**config.mk**
```make
export PLATFORM = sky130hd
export DESIGN_NAME = json_scalar_tokenizer
export DESIGN_NICKNAME = d
export VERILOG_FILES = /design/src/rtl/core/jst_pkg.sv /design/src/rtl/core/jst_lexer.sv /design/src/rtl/core/jst_outq.sv /design/src/rtl/core/json_scalar_tokenizer.sv
export SDC_FILE = /design/constraint.sdc
export NUM_CORES = 1
export LEC_CHECK = 0
export BUFFER_PORTS_ARGS = -buffer_cell sky130_fd_sc_hd__buf_2
export CORE_UTILIZATION = 38
export CTS_BUF_LIST = sky130_fd_sc_hd__clkbuf_4
export CTS_CLUSTER_SIZE = 14
export DETAILED_ROUTE_END_ITERATION = 8
export GPL_ROUTABILITY_DRIVEN = 0
export MAX_ROUTING_LAYER = met4
export PLACE_DENSITY = 0.55
export SKIP_LAST_GASP = 1
export SYNTH_ARGS = -nofsm -noshare
export SYNTH_HDL_FRONTEND = slang
export SYNTH_SLANG_ARGS = --single-unit
```
**constraint.sdc**
```tcl
create_clock -name clk -period 8.3 [get_ports clk]
set_clock_uncertainty 0.1 [all_clocks]
set_input_delay 1.245 -clock clk [delete_from_list [all_inputs] [get_ports clk]]
set_output_delay 1.245 -clock clk [all_outputs]
set_load 0.01 [all_outputs]
```
**src/rtl/core/jst_pkg.sv**
```systemverilog
// Shared types, codes and helper functions for the JSON scalar tokenizer.
`timescale 1ns / 1ps

package jst_pkg;

    // Result kinds
    typedef enum logic [2:0] {
        KIND_NULL     = 3'd0,
        KIND_BOOL     = 3'd1,
        KIND_NUMBER   = 3'd2,
        KIND_STR_CHAR = 3'd3,
        KIND_STR_END  = 3'd4,
        KIND_ERROR    = 3'd5
    } kind_t;

    // Error codes
    typedef enum logic [2:0] {
        ERR_UNEXPECTED   = 3'd0,
        ERR_NULL         = 3'd1,
        ERR_BOOL         = 3'd2,
        ERR_LEAD_ZERO    = 3'd3,
        ERR_BAD_NUMBER   = 3'd4,
        ERR_NO_FRAC      = 3'd5,
        ERR_UNTERMINATED = 3'd6,
        ERR_ESCAPE       = 3'd7
    } err_t;

    // Lexer modes
    typedef enum logic [2:0] {
        MODE_IDLE  = 3'd0,
        MODE_LIT   = 3'd1,
        MODE_MINUS = 3'd2,
        MODE_ZERO  = 3'd3,
        MODE_INT   = 3'd4,
        MODE_DOT   = 3'd5,
        MODE_FRAC  = 3'd6,
        MODE_STR   = 3'd7
    } mode_t;

    // Literal selectors
    localparam logic [1:0] LIT_NULL  = 2'd0;
    localparam logic [1:0] LIT_TRUE  = 2'd1;
    localparam logic [1:0] LIT_FALSE = 2'd2;

    // Character codes
    localparam logic [7:0] CH_SPACE     = 8'h20;
    localparam logic [7:0] CH_TAB       = 8'h09;
    localparam logic [7:0] CH_CR        = 8'h0D;
    localparam logic [7:0] CH_LF        = 8'h0A;
    localparam logic [7:0] CH_QUOTE     = 8'h22;
    localparam logic [7:0] CH_BACKSLASH = 8'h5C;
    localparam logic [7:0] CH_MINUS     = 8'h2D;
    localparam logic [7:0] CH_DOT       = 8'h2E;
    localparam logic [7:0] CH_ZERO      = 8'h30;
    localparam logic [7:0] CH_NINE      = 8'h39;
    localparam logic [7:0] CH_N         = 8'h6E;
    localparam logic [7:0] CH_T         = 8'h74;
    localparam logic [7:0] CH_F         = 8'h66;

    // Saturated magnitude of the integer part
    localparam logic [31:0] SAT_MAG = 32'h8000_0000;
    localparam logic [31:0] POS_MAX = 32'h7FFF_FFFF;

    // Output queue
    localparam int OUTQ_DEPTH = 4;
    localparam int OUTQ_CW    = $clog2(OUTQ_DEPTH + 1);

    typedef struct packed {
        kind_t              kind;
        logic               bool_value;
        logic signed [31:0] number_value;
        logic               has_fraction;
        logic [7:0]         string_char;
        err_t               error_code;
        logic               last;
    } result_t;

    // Blank result of a given kind
    function automatic result_t res_make(kind_t k);
        result_t r;
        r = '0;
        r.kind = k;
        return r;
    endfunction

    // Error result with a given code
    function automatic result_t res_error(err_t e);
        result_t r;
        r = '0;
        r.kind = KIND_ERROR;
        r.error_code = e;
        return r;
    endfunction

    // Number result from sign, saturated magnitude and fraction flag
    function automatic result_t res_number(logic neg, logic [31:0] mag, logic frac);
        result_t r;
        r = '0;
        r.kind = KIND_NUMBER;
        r.has_fraction = frac;
        if (mag[31])
            r.number_value = neg ? SAT_MAG : POS_MAX;
        else
            r.number_value = neg ? (32'd0 - mag) : mag;
        return r;
    endfunction

    // Expected character of a literal at a position
    function automatic logic [7:0] lit_char(logic [1:0] k, logic [2:0] p);
        logic [7:0] c;
        c = 8'h00;
        case (k)
            LIT_TRUE:
            begin
                case (p)
                    3'd0: c = "t";
                    3'd1: c = "r";
                    3'd2: c = "u";
                    3'd3: c = "e";
                    default: c = 8'h00;
                endcase
            end
            LIT_FALSE:
            begin
                case (p)
                    3'd0: c = "f";
                    3'd1: c = "a";
                    3'd2: c = "l";
                    3'd3: c = "s";
                    3'd4: c = "e";
                    default: c = 8'h00;
                endcase
            end
            default:
            begin
                case (p)
                    3'd0: c = "n";
                    3'd1: c = "u";
                    3'd2: c = "l";
                    3'd3: c = "l";
                    default: c = 8'h00;
                endcase
            end
        endcase
        return c;
    endfunction

endpackage

```
**src/rtl/core/jst_lexer.sv**
```systemverilog
// Lexer state and per-byte step logic; yields up to two results per byte.
`timescale 1ns / 1ps

module jst_lexer (
    input  logic             clk,
    input  logic             rst_n,
    input  logic             accept,
    input  logic [7:0]       in_byte,
    input  logic             end_of_input,
    output logic [1:0]       push_cnt,
    output jst_pkg::result_t push0,
    output jst_pkg::result_t push1
);
    import jst_pkg::*;

    mode_t       mode_reg, mode_mid, mode_next;
    logic [1:0]  kind_reg, kind_mid, kind_next;
    logic [2:0]  pos_reg, pos_mid, pos_next;
    logic        neg_reg, neg_mid, neg_next;
    logic [31:0] acc_reg, acc_mid, acc_next;
    logic        frac_reg, frac_mid, frac_next;

    logic [1:0]  lk;
    logic [2:0]  llen;
    logic [2:0]  lpos;
    logic        is_digit;
    logic        to_idle;
    logic        do_start;
    logic        num_hit;
    logic        main_hit;
    logic        eoi_hit;
    result_t     num_res;
    result_t     main_res;
    result_t     eoi_res;
    logic [31:0] acc_digit;

    // Multiply the magnitude by ten, add the digit, saturate at 2^31
    function automatic logic [31:0] acc_step(logic [31:0] acc, logic [3:0] d);
        logic [34:0] sum;
        sum = {3'b000, acc} * 35'd10 + {31'd0, d};
        return (sum > {3'b000, SAT_MAG}) ? SAT_MAG : sum[31:0];
    endfunction

    assign is_digit  = (in_byte inside {[CH_ZERO:CH_NINE]});
    assign acc_digit = acc_step(acc_reg, in_byte[3:0]);

    // Clamp literal selector and position
    always_comb
    begin
        lk   = (kind_reg > LIT_FALSE) ? LIT_NULL : kind_reg;
        llen = (lk == LIT_FALSE) ? 3'd5 : 3'd4;
        lpos = (pos_reg < llen) ? pos_reg : 3'd0;
    end

    // Handle the byte in the current mode, then a token start if needed
    always_comb
    begin : step
        mode_mid = mode_reg;
        kind_mid = kind_reg;
        pos_mid  = pos_reg;
        neg_mid  = neg_reg;
        acc_mid  = acc_reg;
        frac_mid = frac_reg;
        to_idle  = 1'b0;
        do_start = 1'b0;
        num_hit  = 1'b0;
        main_hit = 1'b0;
        main_res = res_make(KIND_NULL);
        num_res  = res_number(neg_reg, acc_reg, frac_reg);

        case (mode_reg)
            MODE_LIT:
            begin
                if (in_byte == lit_char(lk, lpos))
                begin
                    pos_mid = lpos + 3'd1;
                    if (lpos + 3'd1 >= llen)
                    begin
                        main_hit = 1'b1;
                        if (lk == LIT_NULL)
                            main_res = res_make(KIND_NULL);
                        else
                        begin
                            main_res = res_make(KIND_BOOL);
                            main_res.bool_value = (lk == LIT_TRUE);
                        end
                        to_idle = 1'b1;
                    end
                end
                else
                begin
                    main_hit = 1'b1;
                    main_res = res_error((lk == LIT_NULL) ? ERR_NULL : ERR_BOOL);
                    to_idle  = 1'b1;
                end
            end
            MODE_MINUS:
            begin
                if (in_byte == CH_ZERO)
                    mode_mid = MODE_ZERO;
                else if (is_digit)
                begin
                    acc_mid  = acc_digit;
                    mode_mid = MODE_INT;
                end
                else
                begin
                    main_hit = 1'b1;
                    main_res = res_error(ERR_BAD_NUMBER);
                    to_idle  = 1'b1;
                end
            end
            MODE_ZERO:
            begin
                if (is_digit)
                begin
                    main_hit = 1'b1;
                    main_res = res_error(ERR_LEAD_ZERO);
                    to_idle  = 1'b1;
                end
                else if (in_byte == CH_DOT)
                    mode_mid = MODE_DOT;
                else
                begin
                    num_hit  = 1'b1;
                    do_start = 1'b1;
                end
            end
            MODE_INT:
            begin
                if (is_digit)
                    acc_mid = acc_digit;
                else if (in_byte == CH_DOT)
                    mode_mid = MODE_DOT;
                else
                begin
                    num_hit  = 1'b1;
                    do_start = 1'b1;
                end
            end
            MODE_DOT:
            begin
                if (is_digit)
                begin
                    frac_mid = 1'b1;
                    mode_mid = MODE_FRAC;
                end
                else
                begin
                    main_hit = 1'b1;
                    main_res = res_error(ERR_NO_FRAC);
                    to_idle  = 1'b1;
                end
            end
            MODE_FRAC:
            begin
                if (!is_digit)
                begin
                    num_hit  = 1'b1;
                    do_start = 1'b1;
                end
            end
            MODE_STR:
            begin
                main_hit = 1'b1;
                if (in_byte == CH_QUOTE)
                begin
                    main_res = res_make(KIND_STR_END);
                    to_idle  = 1'b1;
                end
                else if (in_byte == CH_BACKSLASH)
                begin
                    main_res = res_error(ERR_ESCAPE);
                    to_idle  = 1'b1;
                end
                else
                begin
                    main_res = res_make(KIND_STR_CHAR);
                    main_res.string_char = in_byte;
                end
            end
            default:
                do_start = 1'b1;
        endcase

        // Drop back to idle
        if (to_idle || do_start)
        begin
            mode_mid = MODE_IDLE;
            kind_mid = LIT_NULL;
            pos_mid  = 3'd0;
            neg_mid  = 1'b0;
            acc_mid  = 32'd0;
            frac_mid = 1'b0;
        end

        // Start the next token
        if (do_start)
        begin
            if (in_byte inside {CH_SPACE, CH_TAB, CH_CR, CH_LF})
                mode_mid = MODE_IDLE;
            else if (in_byte inside {CH_N, CH_T, CH_F})
            begin
                mode_mid = MODE_LIT;
                kind_mid = (in_byte == CH_N) ? LIT_NULL :
                           (in_byte == CH_T) ? LIT_TRUE : LIT_FALSE;
                pos_mid  = 3'd1;
            end
            else if (in_byte == CH_MINUS)
            begin
                neg_mid  = 1'b1;
                mode_mid = MODE_MINUS;
            end
            else if (in_byte == CH_ZERO)
                mode_mid = MODE_ZERO;
            else if (is_digit)
            begin
                acc_mid  = {28'd0, in_byte[3:0]};
                mode_mid = MODE_INT;
            end
            else if (in_byte == CH_QUOTE)
                mode_mid = MODE_STR;
            else
            begin
                main_hit = 1'b1;
                main_res = res_error(ERR_UNEXPECTED);
            end
        end
    end

    // Close any open token at end of input
    always_comb
    begin : finish
        mode_next = mode_mid;
        kind_next = kind_mid;
        pos_next  = pos_mid;
        neg_next  = neg_mid;
        acc_next  = acc_mid;
        frac_next = frac_mid;
        eoi_hit   = 1'b0;
        eoi_res   = res_make(KIND_NULL);

        if (end_of_input)
        begin
            case (mode_mid)
                MODE_LIT:
                begin
                    eoi_hit = 1'b1;
                    eoi_res = res_error((kind_mid == LIT_NULL) ? ERR_NULL : ERR_BOOL);
                end
                MODE_MINUS:
                begin
                    eoi_hit = 1'b1;
                    eoi_res = res_error(ERR_BAD_NUMBER);
                end
                MODE_ZERO, MODE_INT, MODE_FRAC:
                begin
                    eoi_hit = 1'b1;
                    eoi_res = res_number(neg_mid, acc_mid, frac_mid);
                end
                MODE_DOT:
                begin
                    eoi_hit = 1'b1;
                    eoi_res = res_error(ERR_NO_FRAC);
                end
                MODE_STR:
                begin
                    eoi_hit = 1'b1;
                    eoi_res = res_error(ERR_UNTERMINATED);
                end
                default:
                    eoi_hit = 1'b0;
            endcase
            mode_next = MODE_IDLE;
            kind_next = LIT_NULL;
            pos_next  = 3'd0;
            neg_next  = 1'b0;
            acc_next  = 32'd0;
            frac_next = 1'b0;
        end
    end

    // Order the results: number, then byte result, then end-of-input result
    always_comb
    begin : outputs
        push0 = res_make(KIND_NULL);
        push1 = res_make(KIND_NULL);
        if (num_hit)
        begin
            push0 = num_res;
            push1 = main_hit ? main_res : eoi_res;
        end
        else if (main_hit)
        begin
            push0 = main_res;
            push1 = eoi_res;
        end
        else
            push0 = eoi_res;

        push_cnt = {1'b0, num_hit} + {1'b0, main_hit} + {1'b0, eoi_hit};
        push0.last = (push_cnt == 2'd1);
        push1.last = 1'b1;
    end

    // Advance lexer state on each accepted byte
    always_ff @(posedge clk or negedge rst_n)
    begin
        if (!rst_n)
        begin
            mode_reg <= MODE_IDLE;
            kind_reg <= LIT_NULL;
            pos_reg  <= 3'd0;
            neg_reg  <= 1'b0;
            acc_reg  <= 32'd0;
            frac_reg <= 1'b0;
        end
        else if (accept)
        begin
            mode_reg <= mode_next;
            kind_reg <= kind_next;
            pos_reg  <= pos_next;
            neg_reg  <= neg_next;
            acc_reg  <= acc_next;
            frac_reg <= frac_next;
        end
    end

endmodule

```
**src/rtl/core/jst_outq.sv**
```systemverilog
// Shifting result queue that takes up to two results per cycle.
`timescale 1ns / 1ps

module jst_outq (
    input  logic             clk,
    input  logic             rst_n,
    input  logic [1:0]       push_cnt,
    input  jst_pkg::result_t push0,
    input  jst_pkg::result_t push1,
    input  logic             out_stall,
    output logic             out_valid,
    output jst_pkg::result_t head,
    output logic             full
);
    import jst_pkg::*;

    logic [OUTQ_CW-1:0] count_reg, count_next;
    logic [OUTQ_CW-1:0] base;
    logic               pop;
    result_t            slot_reg  [OUTQ_DEPTH];
    result_t            slot_next [OUTQ_DEPTH];

    assign out_valid = (count_reg != '0);
    assign head      = slot_reg[0];
    assign full      = (count_reg > OUTQ_CW'(OUTQ_DEPTH - 2));
    assign pop       = out_valid && !out_stall;
    assign base      = count_reg - {{(OUTQ_CW-1){1'b0}}, pop};

    // Shift down on pop, then append new results after the survivors
    always_comb
    begin
        for (int i = 0; i < OUTQ_DEPTH; i++)
        begin
            if (pop && (i < OUTQ_DEPTH - 1))
                slot_next[i] = slot_reg[(i < OUTQ_DEPTH - 1) ? i + 1 : i];
            else
                slot_next[i] = slot_reg[i];
            if ((push_cnt != 2'd0) && (base == OUTQ_CW'(i)))
                slot_next[i] = push0;
            if ((push_cnt == 2'd2) && (base + OUTQ_CW'(1) == OUTQ_CW'(i)))
                slot_next[i] = push1;
        end
        count_next = base + {{(OUTQ_CW-2){1'b0}}, push_cnt};
    end

    // Hold queue payload
    always_ff @(posedge clk)
    begin
        for (int i = 0; i < OUTQ_DEPTH; i++)
            slot_reg[i] <= slot_next[i];
    end

    // Track fill level
    always_ff @(posedge clk or negedge rst_n)
    begin
        if (!rst_n)
            count_reg <= '0;
        else
            count_reg <= count_next;
    end

endmodule

```
**src/rtl/core/json_scalar_tokenizer.sv**
```systemverilog
// Top level of the JSON scalar tokenizer: byte lexer feeding a result queue.
//
//   Channel  Handshake                 Payload
//   -------  ------------------------  ------------------------------------------
//   item     item_valid / item_stall   in_byte, end_of_input
//   result   result_valid / result_stall  kind, bool_value, number_value,
//                                      has_fraction, string_char, error_code, last
//
// One byte is taken per cycle while item_stall is low; its results (zero, one or two)
// enter a four-entry queue when accepted and leave one per cycle if not stalled.
// Two results come from a number ended by an unexpected byte or by a token start at
// end of input, or from a byte result and the end-of-input close; a run of these can
// fill the queue, and item_stall is high while it holds three or more results.
// Reset puts the lexer in idle with an empty queue.
`timescale 1ns / 1ps

module json_scalar_tokenizer (
    input  logic               clk,
    input  logic               rst_n,
    input  logic               item_valid,
    output logic               item_stall,
    input  logic [7:0]         in_byte,
    input  logic               end_of_input,
    output logic               result_valid,
    input  logic               result_stall,
    output logic [2:0]         kind,
    output logic               bool_value,
    output logic signed [31:0] number_value,
    output logic               has_fraction,
    output logic [7:0]         string_char,
    output logic [2:0]         error_code,
    output logic               last
);
    import jst_pkg::*;

    logic       accept;
    logic [1:0] push_cnt;
    logic [1:0] push_cnt_q;
    result_t    push0;
    result_t    push1;
    result_t    head;
    logic       full;

    assign item_stall = full;
    assign accept     = item_valid && !item_stall;
    assign push_cnt_q = accept ? push_cnt : 2'd0;

    jst_lexer u_lexer (
        .clk          (clk),
        .rst_n        (rst_n),
        .accept       (accept),
        .in_byte      (in_byte),
        .end_of_input (end_of_input),
        .push_cnt     (push_cnt),
        .push0        (push0),
        .push1        (push1)
    );

    jst_outq u_outq (
        .clk       (clk),
        .rst_n     (rst_n),
        .push_cnt  (push_cnt_q),
        .push0     (push0),
        .push1     (push1),
        .out_stall (result_stall),
        .out_valid (result_valid),
        .head      (head),
        .full      (full)
    );

    // Drive result fields from the queue head
    assign kind         = head.kind;
    assign bool_value   = head.bool_value;
    assign number_value = head.number_value;
    assign has_fraction = head.has_fraction;
    assign string_char  = head.string_char;
    assign error_code   = head.error_code;
    assign last         = head.last;

endmodule

```
## Word-level counts from Yosys, hierarchy flattened

Memories as Yosys holds them, arrays and structs flattened.
Cells that the tools add are included.

- Bits in registers: 45
- Memory bits (writable): 196
- Memories kept: 1
- Output and inout port bits: 51

Memory list:

| name | depth | width | rd ports | clocked after Yosys merged registers in | wr ports | RTL line | source |
|---|---|---|---|---|---|---|---|
| u_outq.slot_reg | 4 | 49 | 4 | 0 | 4 | jst_outq.sv:20 | `result_t slot_reg [OUTQ_DEPTH];` |

- $lt $le $gt $ge: 7
- Reductions and logical operators: 28
- Multipliers: 1
- Eq/ne operators: 41
- Muxes and demuxes: 124
- Add/sub/neg operators: 9

Operator list:

| cell | number |
|---|---|
| $mux W49 | 31 |
| $mux W32 | 17 |
| $pmux W49 S5 | 2 |
| $mux W3 | 22 |
| $pmux W32 S2 | 1 |
| $sub A1 B32 Y32 const A | 2 |
| $mux W47 | 1 |
| $eq A8 B6 Y1 const B | 5 |
| $add A35 B4 Y35 | 1 |
| $gt A35 B32 Y1 const B | 1 |
| $pmux W7 S5 | 1 |
| $mul A32 B3 Y34 const B | 1 |
| $eq A8 B7 Y1 const B | 4 |
| $eq A3 B2 Y1 const B | 10 |
| $mux W1 | 29 |
| $pmux W7 S4 | 1 |
| $eq A3 B3 Y1 const B | 9 |
| $eq A8 B4 Y1 const B | 3 |
| $mux W2 | 11 |
| $pmux W7 S3 | 1 |
| $pmux W8 S2 | 1 |
| $eq A3 B1 Y1 const B | 5 |
| $logic_and A1 B1 Y1 | 11 |
| $pmux W1 S5 | 2 |
| 29 further kinds | 38 |

## Logic depth before layout (Yosys ltp)

- Depth after elaboration: 33
- Mapped depth: 26
- Mapped depth without buffers: 22

## Cells and area by module

A second synthesis with hierarchy kept.

- Cell total of the unflattened synthesis: 2577
- Area, all modules: 21454.3 um2

By module, submodules not included:

| module | cells each | instances | area an instance (um2) |
|---|---|---|---|
| jst_outq | 1061 | 1 | 11168.2 |
| jst_lexer | 1513 | 1 | 10257.3 |
| json_scalar_tokenizer | 3 | 1 | 28.8 |

## Least setup slack after synthesis

Ideal clock, no wire load.

- Path type: input to register
- Start: input port in_byte[3]
- End: memory u_outq.slot_reg[0][10] (netlist name), enable pin
- Library setup time: 707 ps
- Cell stages on the path: 19
- Data arrival time: 6629 ps
- Path slack: 864 ps
- Path through: buf_2 -> nand2b_1 -> nor4b_1 -> and3_1 -> or2_2 -> o31ai_1 -> or4b_1 -> or2_2 -> clkbuf_1 -> o32ai_1 -> or2_2 -> o21ai_0 -> fa_1 -> a21oi_1 -> and2_1 -> clkbuf_1 -> nand3_1 -> clkbuf_1 -> nand3_1

RTL lines:

| item | RTL line | source |
|---|---|---|
| start, declared | json_scalar_tokenizer.sv:22 | `input logic [7:0] in_byte,` |
| end, declared | jst_outq.sv:20 |  |

==> results.md <==
- The data required time at the worst endpoint is 8.64 ns.
- The adder-cell share of the synthesized area is 5.758%.
- In the final layout, the share of cells above drive strength 1 is 12.37%.
- The library cell appearing most often on the critical path is sky130_fd_sc_hd__a21oi_1.
- In this run the worst path has a maximum fanout of 14.
- For this run, the leading register cell type out of synthesis is sky130_fd_sc_hd__edfxtp_1.
- The maximum ir drop on the vdd rail is 0.1018 mV.
- The number of remaining DRC errors is 0.
- Relative to the synthesized area, the layout overhead comes to 9.757%.
- The reported max-cap violation count is 0.
- The tree is rooted in a sky130_fd_sc_hd__clkbuf_4.
- The number of buffers created by CTS is 68.
- The post-cts resize count is 0.
- The global-route wire length before repair is 99770 µm.
- The flow ran to the end, and the final reports show no timing, DRC or antenna violations.
- The beginning of the worst register-to-register path is u_lexer.acc_reg[4].
- The floorplan step defined a core boundary enclosing 47650 µm².
- The maximum number of pins on one net before global-route repair is 67.
- Derived from the worst setup path, the maximum achievable clock frequency is 0.1284 GHz.
- The number of hold buffers added after CTS is 0.
- The commonest cells after synthesis are sky130_fd_sc_hd__nor2_1 (274), sky130_fd_sc_hd__nand2_1 (238), sky130_fd_sc_hd__a21oi_1 (221), sky130_fd_sc_hd__edfxtp_1 (192), sky130_fd_sc_hd__o21ai_0 (167).
- The total global routing track utilization is 26.65%.
- On the worst path, the slowest cell contributes a delay of 0.67 ns.
- The H-tree was split into 3 levels.
- Traced cell by cell, the critical path runs through ha_1, fa_1, a211oi_2, o211ai_1, a21oi_1, xnor2_1, o21ai_0, or4_4, nor3_2, nand4_1, mux2_4, a21oi_2, o32ai_1, a21oi_1, ha_1, o2111ai_1, a21oi_4, o221a_2, nor3b_1, a211oi_1, a21oi_1.
- The final count of hold timing violations is 0.
- Summing the areas of all compound-gate instances in the mapped netlist gives 25.11% of the synthesized area.
- The initialized floorplan defines 80 standard-cell rows.
- The number of global-route vias before repair is 16820.
- The HPWL after detailed placement is 46030 µm.
- The share of the yosys chip area belonging to registers is 38.02%.
- For this run the aggregate overflow at the end of global routing stands at 0.
- The mux share of post-synthesis cell area is 0.8597%.
- The top-area cell type share of the netlist area is 31.44%.
- The die width is 221.7 µm.
- The xor/xnor cell area share of the yosys netlist is 2.668%.
- The final layout contains 2322 nets.
- The final clock period utilization by the worst path is 93.86%.
- The number of distinct library cell variants in the gate-level netlist after synthesis is 106.
- The count of nets left with antenna violations once routing finished came out at 0.
- The cell with the most instances after synthesis is sky130_fd_sc_hd__nor2_1.
- The critical path crosses 21 cells after its start point.
- The total buffers and inverters traversed by the critical path is 0.
- The count of final max-slew check failures is 0.
- The number of detailed-routing iterations run before antenna repair is 8.
- The number of clock sinks is 241.
- The cell at the slowest stage of the critical path is sky130_fd_sc_hd__a211oi_1.
- The worst flop-to-flop path endpoint is u_outq.slot_reg[0][25].
- The kind of cell adding the most delay to the critical path is compound AO/OA/AOI/OAI gates.
- The startpoint identified for the worst hold timing path is u_outq.slot_reg[3][0].
- Counting flops with a built-in enable in the synthesized netlist gives 192.
- STA puts the critical path data arrival time at 8.13 ns.
- The timing endpoint of the critical path is u_outq.slot_reg[0][25].
- The worst setup path is launched from a register.
- The worst register-to-register path has a depth of 21.
- The worst setup path is captured at a register.
- The type of the setup path with the least slack is reg -> reg.
- The number of placed instances, taps included, is 2772.
- The number of buffers on the longest clock path is 3.
- The post-detailed-routing wire length is 64650 µm.
- The minimum clock period is 7.790 ns.
- The actual transition at the worst max-transition pin is 1.303 ns.
- The port buffer count is 63.
- The number of buffers added for setup after CTS is 0.
- After synthesis the cells add up to 18340 µm².
- Setup repair after global routing left no endpoint under its margin.
- The synthesized instance count is 2190.
- The analysis attributes to cell leakage a power of 0.007741 µW.
- For this run, the number of standard cells in the final layout without fillers is 2887.
- The synthesis-stage register bit count is 241.
- In the post-synthesis netlist, the biggest area contributors are sky130_fd_sc_hd__edfxtp_1 (31%), sky130_fd_sc_hd__dfrtp_1 (6.1%), sky130_fd_sc_hd__a21oi_1 (6.0%).
- Summing the areas of all and, or, nand and nor instances in the mapped netlist gives 23.59% of the synthesized area.
- For this run, asynchronously set or reset flops after synthesis account for 18.67%.
- The wire length per cell is 22.39 µm.
- The detailed-route via count is 17890.
- The power per cell area is 196.4 nW/µm².
- The worst pin sits at a relative slew slack of 13.11%.
- The initial antenna violation count was 1.
- The setup TNS after final layout is 0 ns.
- After synthesis, the largest family of logic cells by area is compound AO/OA/AOI/OAI gates.
- The warning count from the yosys run is 0.
- The path class of the tightest hold or removal check is reg -> reg.
- Clock latency on the worst-skew pair, taken at its later pin, is 0.76 ns.
- The number of DRC markers in iteration 0 is 1825.
- The synthesized area per cell is 8.374 µm².
- The top-level I/O count is 64.
- The starting density of the core is 38.49%.
- The area of the die is 49140 µm².
- Setup violations remaining at the end of the flow were counted as 0.
- TritonCTS built the clock tree.
- The number of nets handed over by synthesis was 2285.
- The die is 221.7 µm tall.
- The number of flip-flops under the largest register name is 196.
- Dividing the detail-routed via count by the number of cells gives 6.198.
- Of all cell types, the one taking the most synthesized area is sky130_fd_sc_hd__edfxtp_1.
- The clock slew at the register clock pins of the worst setup and hold paths is 0.07 ns.
- Tracing the worst setup path back leads to its startpoint at u_lexer.acc_reg[4].
- Setup slack on the worst reg-to-reg path comes out at 0.51 ns.
-- cell usage in the layout (no fill, tap or decap), types with 37 or more instances in the layout --
| cell type | count |
|---|---|
| sky130_fd_sc_hd__nor2_1 | 272 |
| sky130_fd_sc_hd__nand3_1 | 71 |
| sky130_fd_sc_hd__nand2_1 | 237 |
| sky130_fd_sc_hd__o22ai_1 | 37 |
| sky130_fd_sc_hd__a21oi_1 | 221 |
| sky130_fd_sc_hd__ha_1 | 78 |
| sky130_fd_sc_hd__o21ai_0 | 167 |
| sky130_fd_sc_hd__clkbuf_4 | 100 |
| sky130_fd_sc_hd__xnor2_1 | 38 |
| sky130_fd_sc_hd__buf_4 | 49 |
| sky130_fd_sc_hd__dfrtp_1 | 44 |
| sky130_fd_sc_hd__buf_2 | 63 |
| sky130_fd_sc_hd__edfxtp_1 | 192 |
| sky130_fd_sc_hd__a31oi_1 | 53 |
| sky130_fd_sc_hd__nor3_1 | 50 |
-- metrics by stage --
| stage | total power [µW] | instance area, µm² | util, % | hold slack [ns] | setup slack (ns) |
|---|---|---|---|---|---|
| global placement | 2835 | 19290 | 40.49 | 0.3688 | 0.8893 |
| detailed placement | 2853 | 19290 | 40.49 | 0.3718 | 0.7085 |
| CTS | 3977 | 20130 | 42.24 | 0.3859 | 0.6684 |
| finish | 3952 | 20130 | 42.25 | 0.3794 | 0.5100 |
| global route | 4175 | 20130 | 42.25 | 0.4192 | 0.1301 |
| floorplan | 2469 | 18340 | - | 0.3395 | 0.8645 |
-- how the worst min path moves through the flow --
stage                                  endpoint  slack (ns)  cells after the start
after global placement    u_outq.slot_reg[3][0]        0.37                      2
after CTS                 u_outq.slot_reg[3][0]        0.39                      2
after global routing      u_outq.slot_reg[3][0]        0.42                      2
after floorplan           u_outq.slot_reg[3][0]        0.34                      2
final                     u_outq.slot_reg[3][0]        0.38                      2
after detailed placement  u_outq.slot_reg[3][0]        0.37                      2
-- cells by family after synthesis --
family                     after synthesis
adders and majority gates               82
muxes                                   15
DFF                                    241
buffers and inverters                  184
xor gates and xnor gates                55
and+or+nand+nor                        890
AOI/OAI and AO/OA                      723
-- final cells by class --
cell class | instances | area [µm²]
inverters | 36 | 135.1
fillers | 4813 | 27520
multi-input cells | 1765 | 10670
well taps | 615 | 769.5
flip-flops and latches | 241 | 6973
clock inverters | 14 | 83.83
diodes | 1 | 2.502
clock buffers | 100 | 750.7
repair buffers | 115 | 743.2
-- power by group --
| part | total (µW) | switching (µW) | internal [µW] |
|---|---|---|---|
| clock network | 1120 | 537 | 579 |
| logic | 1030 | 708 | 318 |
| registers | 1810 | 86.9 | 1720 |
-- per-layer routing --
metal  up-vias  GRT usage [%]  routed length, µm  part of all wire (%)
li1       8347              -                  -                     -
met1      8551          34.79              27980                    43
met2       819          40.96              29350                    45
met3       177          4.678               4776                   7.4
met4         0          10.57               2541                   3.9
met5         -              -                  0                     0
-- worst min-delay path, cell delays in order (launching register included) --
cell	delay, ns
sky130_fd_sc_hd__dfxtp_1	0.31
sky130_fd_sc_hd__nand2_1	0.05
sky130_fd_sc_hd__nand3_1	0.06
(Power assumes the default switching activity.)
